==> config.mk <==
export PLATFORM = sky130hd
export DESIGN_NAME = login_name_line_editor_flat
export DESIGN_NICKNAME = d
export VERILOG_FILES = /design/src/lnle_pkg.sv /design/src/lnle_if.sv /design/src/login_name_line_editor.sv /design/src/flat_wrapper.sv
export SDC_FILE = /design/constraint.sdc
export NUM_CORES = 1
export LEC_CHECK = 0
export ABC_AREA = 1
export BUFFER_PORTS_ARGS = -buffer_cell sky130_fd_sc_hd__buf_4
export CAP_MARGIN = 20
export CORE_MARGIN = 5
export CORE_UTILIZATION = 61
export CTS_CLUSTER_DIAMETER = 40
export DETAILED_ROUTE_END_ITERATION = 7
export PLACE_DENSITY = 0.79
export SKIP_CTS_REPAIR_TIMING = 1
export SYNTH_ARGS = -nofsm -noshare
export SYNTH_HDL_FRONTEND = slang
export SYNTH_SLANG_ARGS = --single-unit
==> constraint.sdc <==
create_clock -name clk -period 3.15 [get_ports clk]
set_input_delay 0.1575 -clock clk [delete_from_list [all_inputs] [get_ports clk]]
set_output_delay 0.1575 -clock clk [all_outputs]
set_load 0.05 [all_outputs]
==> src/lnle_pkg.sv <==
`timescale 1ns / 1ps

package lnle_pkg;

	localparam int NAME_LEN = 16;
	localparam int FILL_W   = $clog2(NAME_LEN + 1);
	localparam int IDX_W    = $clog2(NAME_LEN);

	typedef logic [6:0] char_t;
	typedef logic [1:0] kind_t;
	typedef logic [1:0] status_t;
	typedef logic       reg_idx_t;

	localparam kind_t KIND_ECHO = 2'd0;
	localparam kind_t KIND_CHAR = 2'd1;
	localparam kind_t KIND_END  = 2'd2;

	localparam status_t ST_NAME_DONE = 2'd0;
	localparam status_t ST_GOT_NUL   = 2'd1;
	localparam status_t ST_GOT_EOT   = 2'd2;

	localparam reg_idx_t REG_ERASE = 1'b0;
	localparam reg_idx_t REG_KILL  = 1'b1;

	localparam char_t ERASE_RESET = 7'o010;
	localparam char_t KILL_RESET  = 7'o025;
	localparam char_t CH_NUL      = 7'h00;
	localparam char_t CH_EOT      = 7'o004;
	localparam char_t CH_LF       = 7'h0A;
	localparam char_t CH_CR       = 7'h0D;
	localparam char_t CH_SPACE    = 7'h20;
	localparam char_t CH_UNDER    = 7'h5F;
	localparam char_t CH_UP_A     = 7'h41;
	localparam char_t CH_UP_Z     = 7'h5A;
	localparam char_t CH_LO_A     = 7'h61;
	localparam char_t CH_LO_Z     = 7'h7A;
	localparam char_t CASE_DELTA  = 7'h20;

endpackage

==> src/lnle_if.sv <==
`timescale 1ns / 1ps

interface lnle_rx_if;
	logic       valid;
	logic       ready;
	logic [7:0] rx_byte;

	modport source (output valid, output rx_byte, input ready);
	modport sink (input valid, input rx_byte, output ready);
endinterface

interface lnle_res_if;
	logic                 valid;
	logic                 ready;
	lnle_pkg::kind_t      out_kind;
	logic [7:0]           out_byte;
	logic                 last_of_run;
	lnle_pkg::status_t    end_status;
	logic                 ended_by_cr;
	logic                 upper_seen;
	logic                 lower_seen;

	modport source (output valid, output out_kind, output out_byte, output last_of_run,
		output end_status, output ended_by_cr, output upper_seen, output lower_seen,
		input ready);
	modport sink (input valid, input out_kind, input out_byte, input last_of_run,
		input end_status, input ended_by_cr, input upper_seen, input lower_seen,
		output ready);
endinterface

==> src/login_name_line_editor.sv <==
`timescale 1ns / 1ps

// Login name line editor.
// rx carries raw terminal bytes (bit 7 ignored); res carries results: echo bytes with
// even parity, name characters and end records. last_of_run marks the final result of
// one input byte. cfg_we/cfg_index/cfg_data write erase_char (index 0) or kill_char
// (index 1); write only while the block is idle.
// Timing: a byte is taken in ST_IDLE and decoded in ST_DECODE. An echoed byte gives one
// result; kill gives three (its own echo, then CR and LF), one per cycle while the
// receiver takes them. At end of name each stored character is read in ST_READ, as the
// name memory read is registered, and sent in ST_EMIT; the end record follows in ST_END.
// The result sits in a single output register; while the receiver stalls, the
// sequencer waits and at most one further byte is taken and held.
// Reset empties the name, clears both case flags, restores erase (BS) and kill
// (NAK) codes and drops any pending result. Name memory needs no clearing pass:
// only entries below the fill count are read.
module login_name_line_editor (
	input  logic                   clk,
	input  logic                   arst_n,
	lnle_rx_if.sink                rx,
	lnle_res_if.source             res,
	input  logic                   cfg_we,
	input  lnle_pkg::reg_idx_t     cfg_index,
	input  lnle_pkg::char_t        cfg_data
);

	typedef enum logic [2:0] {
		ST_IDLE,
		ST_DECODE,
		ST_KILL_CR,
		ST_KILL_LF,
		ST_READ,
		ST_EMIT,
		ST_END
	} state_t;

	state_t                          state_q;
	lnle_pkg::char_t                 c_q;
	lnle_pkg::char_t                 erase_q;
	lnle_pkg::char_t                 kill_q;
	logic [lnle_pkg::FILL_W-1:0]     fill_q;
	logic [lnle_pkg::IDX_W-1:0]      idx_q;
	logic                            upper_q;
	logic                            lower_q;
	logic                            cr_q;

	logic                            res_valid_q;
	lnle_pkg::kind_t                 kind_q;
	logic [7:0]                      byte_q;
	logic                            last_q;
	lnle_pkg::status_t               status_q;
	logic                            endcr_q;
	logic                            up_q;
	logic                            lo_q;

	lnle_pkg::char_t                 name_mem [lnle_pkg::NAME_LEN];
	lnle_pkg::char_t                 rd_data_q;

	logic                            slot_free;
	logic                            res_load;
	logic                            is_nul_eot;
	logic                            is_end;
	logic                            is_upper;
	logic                            is_lower;
	logic                            is_erase;
	logic                            is_kill;
	logic                            mem_we;
	lnle_pkg::char_t                 store_char;
	lnle_pkg::char_t                 name_char;
	logic                            last_idx;

	function automatic logic [7:0] with_parity(input lnle_pkg::char_t ch);
		return {^ch, ch};
	endfunction

	assign rx.ready = (state_q == ST_IDLE);

	assign res.valid       = res_valid_q;
	assign res.out_kind    = kind_q;
	assign res.out_byte    = byte_q;
	assign res.last_of_run = last_q;
	assign res.end_status  = status_q;
	assign res.ended_by_cr = endcr_q;
	assign res.upper_seen  = up_q;
	assign res.lower_seen  = lo_q;

	always_comb begin
		slot_free  = !res_valid_q || res.ready;
		is_nul_eot = (c_q == lnle_pkg::CH_NUL) || (c_q == lnle_pkg::CH_EOT);
		// full store ends the name on any further byte other than NUL or EOT
		is_end     = (c_q == lnle_pkg::CH_CR) || (c_q == lnle_pkg::CH_LF)
			|| (fill_q >= lnle_pkg::FILL_W'(lnle_pkg::NAME_LEN));
		is_lower   = (c_q >= lnle_pkg::CH_LO_A) && (c_q <= lnle_pkg::CH_LO_Z);
		is_upper   = (c_q >= lnle_pkg::CH_UP_A) && (c_q <= lnle_pkg::CH_UP_Z);
		is_erase   = !is_lower && !is_upper && (c_q == erase_q);
		is_kill    = !is_lower && !is_upper && !is_erase && (c_q == kill_q);
		store_char = (c_q == lnle_pkg::CH_SPACE) ? lnle_pkg::CH_UNDER : c_q;
		mem_we     = (state_q == ST_DECODE) && slot_free && !is_nul_eot && !is_end
			&& !is_erase && !is_kill;
		// output register gets a new result this cycle
		res_load   = slot_free && (((state_q == ST_DECODE) && (is_nul_eot || !is_end))
			|| (state_q == ST_KILL_CR) || (state_q == ST_KILL_LF)
			|| (state_q == ST_EMIT) || (state_q == ST_END));
		name_char  = rd_data_q;
		if (upper_q && !lower_q && (rd_data_q >= lnle_pkg::CH_UP_A)
				&& (rd_data_q <= lnle_pkg::CH_UP_Z)) begin
			name_char = rd_data_q + lnle_pkg::CASE_DELTA;
		end
		last_idx   = ({1'b0, idx_q} + lnle_pkg::FILL_W'(1)) == fill_q;
	end

	// Writes happen only while decoding; read data is used only while draining, so no forwarding.
	always_ff @(posedge clk) begin
		if (mem_we) begin
			name_mem[fill_q[lnle_pkg::IDX_W-1:0]] <= store_char;
		end
		rd_data_q <= name_mem[idx_q];
	end

	always_ff @(posedge clk or negedge arst_n) begin
		if (!arst_n) begin
			state_q     <= ST_IDLE;
			c_q         <= '0;
			erase_q     <= lnle_pkg::ERASE_RESET;
			kill_q      <= lnle_pkg::KILL_RESET;
			fill_q      <= '0;
			idx_q       <= '0;
			upper_q     <= 1'b0;
			lower_q     <= 1'b0;
			cr_q        <= 1'b0;
			res_valid_q <= 1'b0;
			kind_q      <= lnle_pkg::KIND_ECHO;
			byte_q      <= '0;
			last_q      <= 1'b0;
			status_q    <= lnle_pkg::ST_NAME_DONE;
			endcr_q     <= 1'b0;
			up_q        <= 1'b0;
			lo_q        <= 1'b0;
		end else begin
			if (cfg_we) begin
				unique case (cfg_index)
					lnle_pkg::REG_ERASE: erase_q <= cfg_data;
					lnle_pkg::REG_KILL:  kill_q  <= cfg_data;
					default: ;
				endcase
			end

			if (res_valid_q && res.ready && !res_load) begin
				res_valid_q <= 1'b0;
			end

			unique case (state_q)
				ST_IDLE: begin
					if (rx.valid) begin
						c_q     <= rx.rx_byte[6:0];
						state_q <= ST_DECODE;
					end
				end
				ST_DECODE: begin
					if (slot_free) begin
						if (is_nul_eot) begin
							res_valid_q <= 1'b1;
							kind_q      <= lnle_pkg::KIND_END;
							byte_q      <= '0;
							last_q      <= 1'b1;
							status_q    <= (c_q == lnle_pkg::CH_NUL) ? lnle_pkg::ST_GOT_NUL
								: lnle_pkg::ST_GOT_EOT;
							endcr_q     <= 1'b0;
							up_q        <= 1'b0;
							lo_q        <= 1'b0;
							fill_q      <= '0;
							upper_q     <= 1'b0;
							lower_q     <= 1'b0;
							state_q     <= ST_IDLE;
						end else if (is_end) begin
							cr_q  <= (c_q == lnle_pkg::CH_CR);
							idx_q <= '0;
							state_q <= (fill_q == '0) ? ST_END : ST_READ;
						end else begin
							res_valid_q <= 1'b1;
							kind_q      <= lnle_pkg::KIND_ECHO;
							byte_q      <= with_parity(c_q);
							last_q      <= !is_kill;
							status_q    <= lnle_pkg::ST_NAME_DONE;
							endcr_q     <= 1'b0;
							up_q        <= 1'b0;
							lo_q        <= 1'b0;
							if (is_lower) begin
								lower_q <= 1'b1;
							end
							if (is_upper) begin
								upper_q <= 1'b1;
							end
							if (is_erase) begin
								if (fill_q != '0) begin
									fill_q <= fill_q - lnle_pkg::FILL_W'(1);
								end
								state_q <= ST_IDLE;
							end else if (is_kill) begin
								fill_q  <= '0;
								state_q <= ST_KILL_CR;
							end else begin
								fill_q  <= fill_q + lnle_pkg::FILL_W'(1);
								state_q <= ST_IDLE;
							end
						end
					end
				end
				ST_KILL_CR: begin
					if (slot_free) begin
						res_valid_q <= 1'b1;
						kind_q      <= lnle_pkg::KIND_ECHO;
						byte_q      <= with_parity(lnle_pkg::CH_CR);
						last_q      <= 1'b0;
						state_q     <= ST_KILL_LF;
					end
				end
				ST_KILL_LF: begin
					if (slot_free) begin
						res_valid_q <= 1'b1;
						kind_q      <= lnle_pkg::KIND_ECHO;
						byte_q      <= with_parity(lnle_pkg::CH_LF);
						last_q      <= 1'b1;
						state_q     <= ST_IDLE;
					end
				end
				ST_READ: begin
					// rd_data_q holds name_mem[idx_q] next cycle
					state_q <= ST_EMIT;
				end
				ST_EMIT: begin
					if (slot_free) begin
						res_valid_q <= 1'b1;
						kind_q      <= lnle_pkg::KIND_CHAR;
						byte_q      <= {1'b0, name_char};
						last_q      <= 1'b0;
						status_q    <= lnle_pkg::ST_NAME_DONE;
						endcr_q     <= 1'b0;
						up_q        <= 1'b0;
						lo_q        <= 1'b0;
						if (last_idx) begin
							state_q <= ST_END;
						end else begin
							idx_q   <= idx_q + lnle_pkg::IDX_W'(1);
							state_q <= ST_READ;
						end
					end
				end
				ST_END: begin
					if (slot_free) begin
						res_valid_q <= 1'b1;
						kind_q      <= lnle_pkg::KIND_END;
						byte_q      <= '0;
						last_q      <= 1'b1;
						status_q    <= lnle_pkg::ST_NAME_DONE;
						endcr_q     <= cr_q;
						up_q        <= upper_q;
						lo_q        <= lower_q;
						fill_q      <= '0;
						upper_q     <= 1'b0;
						lower_q     <= 1'b0;
						state_q     <= ST_IDLE;
					end
				end
				default: state_q <= ST_IDLE;
			endcase
		end
	end

endmodule
==> src/flat_wrapper.sv <==
// flat-port wrapper written by rule: the top's interface ports become plain ports
module login_name_line_editor_flat 
  (clk, arst_n, cfg_we, cfg_index, cfg_data, rx_valid, rx_rx_byte, rx_ready, res_valid, res_out_kind, res_out_byte, res_last_of_run, res_end_status, res_ended_by_cr, res_upper_seen, res_lower_seen, res_ready);
  lnle_rx_if rx_i ();
  lnle_res_if res_i ();
  input  logic clk;
  input  logic arst_n;
  input  logic cfg_we;
  input  lnle_pkg::reg_idx_t cfg_index;
  input  lnle_pkg::char_t cfg_data;
  input wire logic [$bits(rx_i.valid)-1:0] rx_valid;
  input wire logic [$bits(rx_i.rx_byte)-1:0] rx_rx_byte;
  output wire logic [$bits(rx_i.ready)-1:0] rx_ready;
  output wire logic [$bits(res_i.valid)-1:0] res_valid;
  output wire logic [$bits(res_i.out_kind)-1:0] res_out_kind;
  output wire logic [$bits(res_i.out_byte)-1:0] res_out_byte;
  output wire logic [$bits(res_i.last_of_run)-1:0] res_last_of_run;
  output wire logic [$bits(res_i.end_status)-1:0] res_end_status;
  output wire logic [$bits(res_i.ended_by_cr)-1:0] res_ended_by_cr;
  output wire logic [$bits(res_i.upper_seen)-1:0] res_upper_seen;
  output wire logic [$bits(res_i.lower_seen)-1:0] res_lower_seen;
  input wire logic [$bits(res_i.ready)-1:0] res_ready;
  assign rx_i.valid = rx_valid;
  assign rx_i.rx_byte = rx_rx_byte;
  assign rx_ready = rx_i.ready;
  assign res_valid = res_i.valid;
  assign res_out_kind = res_i.out_kind;
  assign res_out_byte = res_i.out_byte;
  assign res_last_of_run = res_i.last_of_run;
  assign res_end_status = res_i.end_status;
  assign res_ended_by_cr = res_i.ended_by_cr;
  assign res_upper_seen = res_i.upper_seen;
  assign res_lower_seen = res_i.lower_seen;
  assign res_i.ready = res_ready;
  login_name_line_editor u_core (.clk(clk), .arst_n(arst_n), .rx(rx_i), .res(res_i), .cfg_we(cfg_we), .cfg_index(cfg_index), .cfg_data(cfg_data));
endmodule
Word level (Yosys, flattened, before mapping)
Memory sizes are Yosys's and may differ from the RTL's. A register that Yosys moved wholly into a read port is not among the register bits. Cells that the tools add are included.

Bitwise gates (word level): 2. Multiplexer cells: 80. Add/subtract/negate cells: 5. Order comparisons: 7. Reduce and logical (&&, ||, !) cells: 67. Eq/ne operators: 30.

Operators by type and width (number): $mux 8 (7); $pmux 8 s5 (1); $mux 5 (7); $reduce_and 5->1 (6); $mux 1 (26); $mux 2 (12); $mux 3 (8); $ge 7x7->1 const B (3); $le 7x7->1 const B (3); $mux 4 (5); $ne 2x1->1 const B (10); $logic_and 1x1->1 (18); $pmux 3 s6 (1); $eq 7x4->1 const B (2); $eq 7x7->1 (2); $mux 7 (2); $pmux 1 s3 (4); $reduce_and 6->1 (2); $pmux 5 s2 (1); $reduce_bool 5->1 (2); $eq 3x3->1 const B (3); $logic_not 1->1 (9); $logic_or 1x1->1 (9); $pmux 2 s4 (1); 31 further kinds (47).

Memories kept: 1. Logic and storage cells: 209. Memory bits (writable): 112. Input port bits: 21. Register bits after elaboration: 53. Output and inout port bits: 18.

Memories: u_core.name_mem (depth 16, width 7, read ports 1, clocked after memory_dff 1, write ports 1, RTL line login_name_line_editor.sv:56) `lnle_pkg::char_t name_mem [lnle_pkg::NAME_LEN];`.

Longest topological paths before layout
Depth in word-level cells: 18. Mapped depth: 15. Depth with buffers taken out: 15.

Worst setup path before layout
OpenSTA, ideal clock, no wires.

Kind: register to register. Start point: register u_core.state_q[2]. End point: register u_core.c_q[3]. Setup time: 133 ps. Path slack: 697 ps. Period minus slack after synthesis: 2453 ps. Buffers on the path: 1. Arrival time: 2320 ps. Stages on the path, launching flop included: 6. Data required time: 3017 ps. Cell sequence: dfrtp_1 nor3_1 nand2_1 clkbuf_1 nor2_1 a21oi_1.

Word-level cells in the longest chain between the ends: 2.

Ends and longest elaborated chain: from (decl) (RTL line login_name_line_editor.sv:37) `state_t state_q;`; from (signal assigned) (RTL line login_name_line_editor.sv:178) `state_q <= (fill_q == '0) ? ST_END : ST_READ;`; $logic_not 3->1; net rx_ready (RTL line flat_wrapper.sv:13) `output wire logic [$bits(rx_i.ready)-1:0] rx_ready;`; $reduce_and 2->1 (no source line); to (signal assigned) (RTL line login_name_line_editor.sv:155) `c_q <= rx.rx_byte[6:0];`; to (decl) (RTL line login_name_line_editor.sv:38) `lnle_pkg::char_t c_q;`.

The timed path passes the listed nets, and every way through them passes these cells. A chain may end at the register's enable or synchronous reset.

Worst setup path after layout
Start point: register u_core.c_q[2]. End point: memory u_core.name_mem[13][3] (netlist bit) (enable).

Word-level cells in the longest chain between the ends: 12. Elaborated cells between the ends (all ways): 31. Classes of those cells: order compare: 4; eq/ne: 5; mux: 2; reduce/logical: 20.

Ends and longest elaborated chain: $ge 7x7->1, or another cell as far along (RTL line login_name_line_editor.sv:93) `is_lower = (c_q >= lnle_pkg::CH_LO_A) && (c_q <= lnle_pkg::CH_LO_Z);`; $logic_and 1x1->1 (on tied branches) (RTL line login_name_line_editor.sv:93, login_name_line_editor.sv:94); $logic_not 1->1 (RTL line login_name_line_editor.sv:95, login_name_line_editor.sv:96); $logic_and 1x1->1 (RTL line login_name_line_editor.sv:95, login_name_line_editor.sv:96); $logic_and 1x1->1 (RTL line login_name_line_editor.sv:95) `is_erase = !is_lower && !is_upper && (c_q == erase_q);`; $logic_not 1->1 (RTL line login_name_line_editor.sv:96, login_name_line_editor.sv:99); $logic_and 1x1->1 (2 in series) (RTL line login_name_line_editor.sv:96) `is_kill = !is_lower && !is_upper && !is_erase && (c_q == kill_q);`; $logic_not 1->1 (RTL line login_name_line_editor.sv:99) `&& !is_erase && !is_kill;`; $logic_and 1x1->1 * (RTL line login_name_line_editor.sv:99); $mux 1 * (RTL line login_name_line_editor.sv:114) `if (mem_we) begin`; $mux 1 (not written as such) * (RTL line login_name_line_editor.sv:115) `name_mem[fill_q[lnle_pkg::IDX_W-1:0]] <= store_char;`; to (decl) (RTL line login_name_line_editor.sv:56).

Every way passes the cells marked *; elsewhere a longest branch is shown, timed or not.

==> summary.md <==
| Metric | Value |
|---|---|
| Status | finished, violations left |
| Failing checks | negative hold slack |
| Crit path time final | approximately 3.0 ns |
| Drc violations | 0 |
| Share of the synthesized area in the top cell type | 42.5% |
| Hold Vio Cnt, Final | 4 |
| Util after Layout | between 70% and 80% |
| Mapped Nets | 845 |
| Final WS setup | 0.187 ns |
| Largest cells by area after synthesis | edfxtp_1 (43%), dfrtp_1 (16%), nand2_1 (6.5%) |
| IO buf count | 37 |
| Synth Area in Compound Gates | approximately an eighth |
| TNS Setup | 0 ns |
| Post-Synth Simple-Gate Area | 16.6% |
| Crit share post-route | a little over nine tenths |
| Clk sinks | between 150 and 200 |
| Worst path cell trace | inv_1, ha_1, nand2_1, inv_1, nand3_1, nand2_1, nor2_2, inv_1, nor3_2, nand3_2, inv_2, nand2_2, nor2_1 |
| Post-route ant nets | 0 |
| CP Max Fanout | 8 |
| Worst path bufs/invs | 4 |
| Setup Skew | around 0.0067 ns |
| Non-Filler Instances | 1032 |
| Ys Warns | 0 |
| Critical path's most frequent cell | inv_1 |
| Commonest non-fill, non-tap cell in the layout | nand2_1 |
| Site row count | 41 |
| Syn Area/Cell | 9.80 um^2 |
| Syn-to-layout area delta | 13.3% |
| Vias in the first global route | a little under 6000 |
| Filler cells | about 920 |
| Gr usage total | between 20% and 30% |
| CP peak stage delay | approximately 0.5 ns |
| DR vias | just over 6000 |
| Largest net degree at the start of global routing | 57 |
| Kind of critical path | reg2reg |
| Fmax | roughly 340 MHz |
| Worst path arrival time | slightly above 3 ns |
| Worst EP required | ~3.2 ns |
| Die ar. | about 15000 um^2 |
| Worst Max-Slew Pin Slew | approximately 0.86 ns |
| Final nets | between 800 and 900 |
| Number of antenna violations at the first check in global routing | 0 |
| Die Width | between 100 and 150 um |
| CORE AREA | 12700 um^2 |
| Total design power | about 8.8 mW |
| Total grt overflow | 0 |
| Pleak | about 3.6 nW |
| Max clock buf depth | 2 |
| Register area share after synthesis | 61.1% |
| Post-place setup slack | roughly 0.17 ns |
| Synth area leader | edfxtp_1 |
| FF+latch count, synth | ~170 |
| Synth cell types | 38 |
| First-pass GRT wire length | slightly below 30000 um |
| Delay-heaviest family, CP | simple AND/OR/NAND/NOR gates |
| Max-slew violations | 0 |
| Routed WL per cell | ~18 um |
| Initial Utilization | a little over three fifths |
| H-tree Lvls | 4 |
| Fin Hold WS | -0.0188 ns |
| Post-synthesis mux area share | 0% |
| Critical path capture point type | register |
| Final Setup Violations | 0 |
| Slew HR | a little over two fifths |
| MaxCap Viol Count | 0 |
| Worst min path class | in2reg |
| Max VDD drop | roughly 460 uV |
| CTS tree | built |
| Drt initial violations | ~560 |
| CTS clock-pin slew for the worst setup and hold paths | about 0.06 ns |
| Post-synthesis adder-cell area fraction | 2.69% |
| Power Density | slightly below 1000 nW/um^2 |
| Critical-path top delay cell | dfrtp_1 |
| Synthesized netlist cell count | 807 |
| Die Y | ~120 um |
| Root buf cell | clkbuf_16 |
| ANT cells | 0 |
| Most frequent cells in the layout | nand2_1 (138), nor2_1 (124), edfxtp_1 (112) |
| Post-Synth XOR/XNOR Area | approximately 2% |
| Final HPWL DP | roughly 12000 um |
| Mapped Area | approximately 7900 um^2 |
| GPL Wtd Cong | roughly 1 |
| TritonCTS Buffers | 17 |
| Vias per cell | between 5 and 6 |
| Clk_lat worst skew | 0.43 ns |
| Routed WL | ~18000 um |
| Largest family of logic cells by synthesized area | simple AND/OR/NAND/NOR gates |
| Placed Cells | slightly below 1000 |
| Share of layout cells above drive strength 1 | between 10% and 20% |
| RSZ-0062 raised after global routing | true |
| DR pass1 iterations | 6 |
| Startpoint types | register |
| R2r setup slk | ~0.19 ns |
| Io pins | 39 |
-- worst reg2reg max path, delay by kind of cell, from the launching register on --
kind | cells | cell delay (ns)
adders and majority gates | 1 | 0.30
buffers and inverters | 4 | 0.44
DFF | 1 | 0.51
and+or+nand+nor | 8 | 1.34
-- sequential cells by signal, summed over array words and instances (netlist names) --
register                count
u_core.c_q                  7
u_core.cr_q                 1
u_core.erase_q              7
u_core.fill_q               5
u_core.idx_q                4
u_core.kill_q               7
u_core.lower_q              1
u_core.name_mem           112
u_core.rd_data_q            7
u_core.res.end_status       2
u_core.res.ended_by_cr      1
u_core.res.last_of_run      1
u_core.res.lower_seen       1
u_core.res.out_byte         8
u_core.res.out_kind         2
u_core.res.upper_seen       1
u_core.res.valid            1
u_core.state_q              3
u_core.upper_q              1
-- per-stage QoR --
stage               hold slack [ns]  cell area, um^2
detailed placement            0.242             8320
global route                0.00461             8960
finish                      -0.0188             8960
CTS                          -0.220             8880
floorplan                    -0.138             7910
global placement              0.226             8320
-- report_power, final --
part	internal, mW	switching [mW]
clock	1.09	0.850
sequential	2.97	0.392
combinational	1.02	2.45
total	5.07	3.69
-- area by class of cell --
cell class	instances	area (um^2)	share of cell area, %
Sequential cell	172	4830	53.9
Multi-Input combinational cell	535	2700	30.2
Clock buffer	19	433	4.83
Timing Repair Buffer	49	385	4.30
Inverter	72	273	3.04
Tap cell	172	215	2.40
Clock inverter	13	120	1.34
-- kinds of logic after synthesis --
group           count (synthesis)
buf+inv                       100
xor+xnor                       18
fa+ha+maj                      17
flops                         172
compound gates                183
simple gates                  317
-- metal layers --
| metal | wire [um] | vias to the layer above | global-route usage [%] |
|---|---|---|---|
| met2 | 8540 | 314 | 39.7 |
| li1 | - | 2831 | - |
| met5 | 0 | - | 0 |
| met1 | 7450 | 2849 | 34.6 |
| met4 | 482 | 0 | 9.90 |
| met3 | 1840 | 53 | 6.45 |
-- final timing paths --
| kind | from | endpoint | cells after the start |
|---|---|---|---|
| setup / recovery | u_core.c_q[2]$_DFFE_PN0P_ | u_core.name_mem[13][3]$_DFFE_PP_ | 13 |
| hold / removal | rx_rx_byte[5] | u_core.c_q[5]$_DFFE_PN0P_ | 3 |
| setup reg to reg | u_core.c_q[2]$_DFFE_PN0P_ | u_core.name_mem[13][3]$_DFFE_PP_ | 13 |
| hold reg to reg | u_core.cr_q$_DFFE_PN0P_ | u_core.cr_q$_DFFE_PN0P_ | 2 |
| max in group asynchronous | arst_n | u_core.c_q[3]$_DFFE_PN0P_ | 2 |
| min in group asynchronous | arst_n | u_core.res.last_of_run$_DFFE_PN0P_ | 2 |
-- Yosys cell counts --
library cell / instances
nor2_4: 2
edfxtp_1: 112
nand2_2: 6
inv_4: 1
nand3_1: 25
nand3_2: 2
nand2_1: 138
buf_4: 2
dfxtp_1: 7
a31oi_4: 1
buf_1: 1
a21oi_2: 1
dfstp_2: 4
xor2_1: 9
o21ai_1: 6
a41oi_1: 1
o22ai_1: 35
o21a_1: 1
o221ai_1: 1
or2_0: 1
a31oi_1: 5
ha_1: 17
xnor2_1: 9
nor3_1: 4
buf_2: 3
dfrtp_1: 49
nor2_2: 2
a21oi_1: 29
or2_2: 1
nand4_1: 3
o21ai_0: 101
nor2_1: 129
inv_2: 6
a22oi_1: 2
nor3_2: 2
nand2_4: 2
clkbuf_1: 22
inv_1: 65
(Power assumes the default switching activity.)
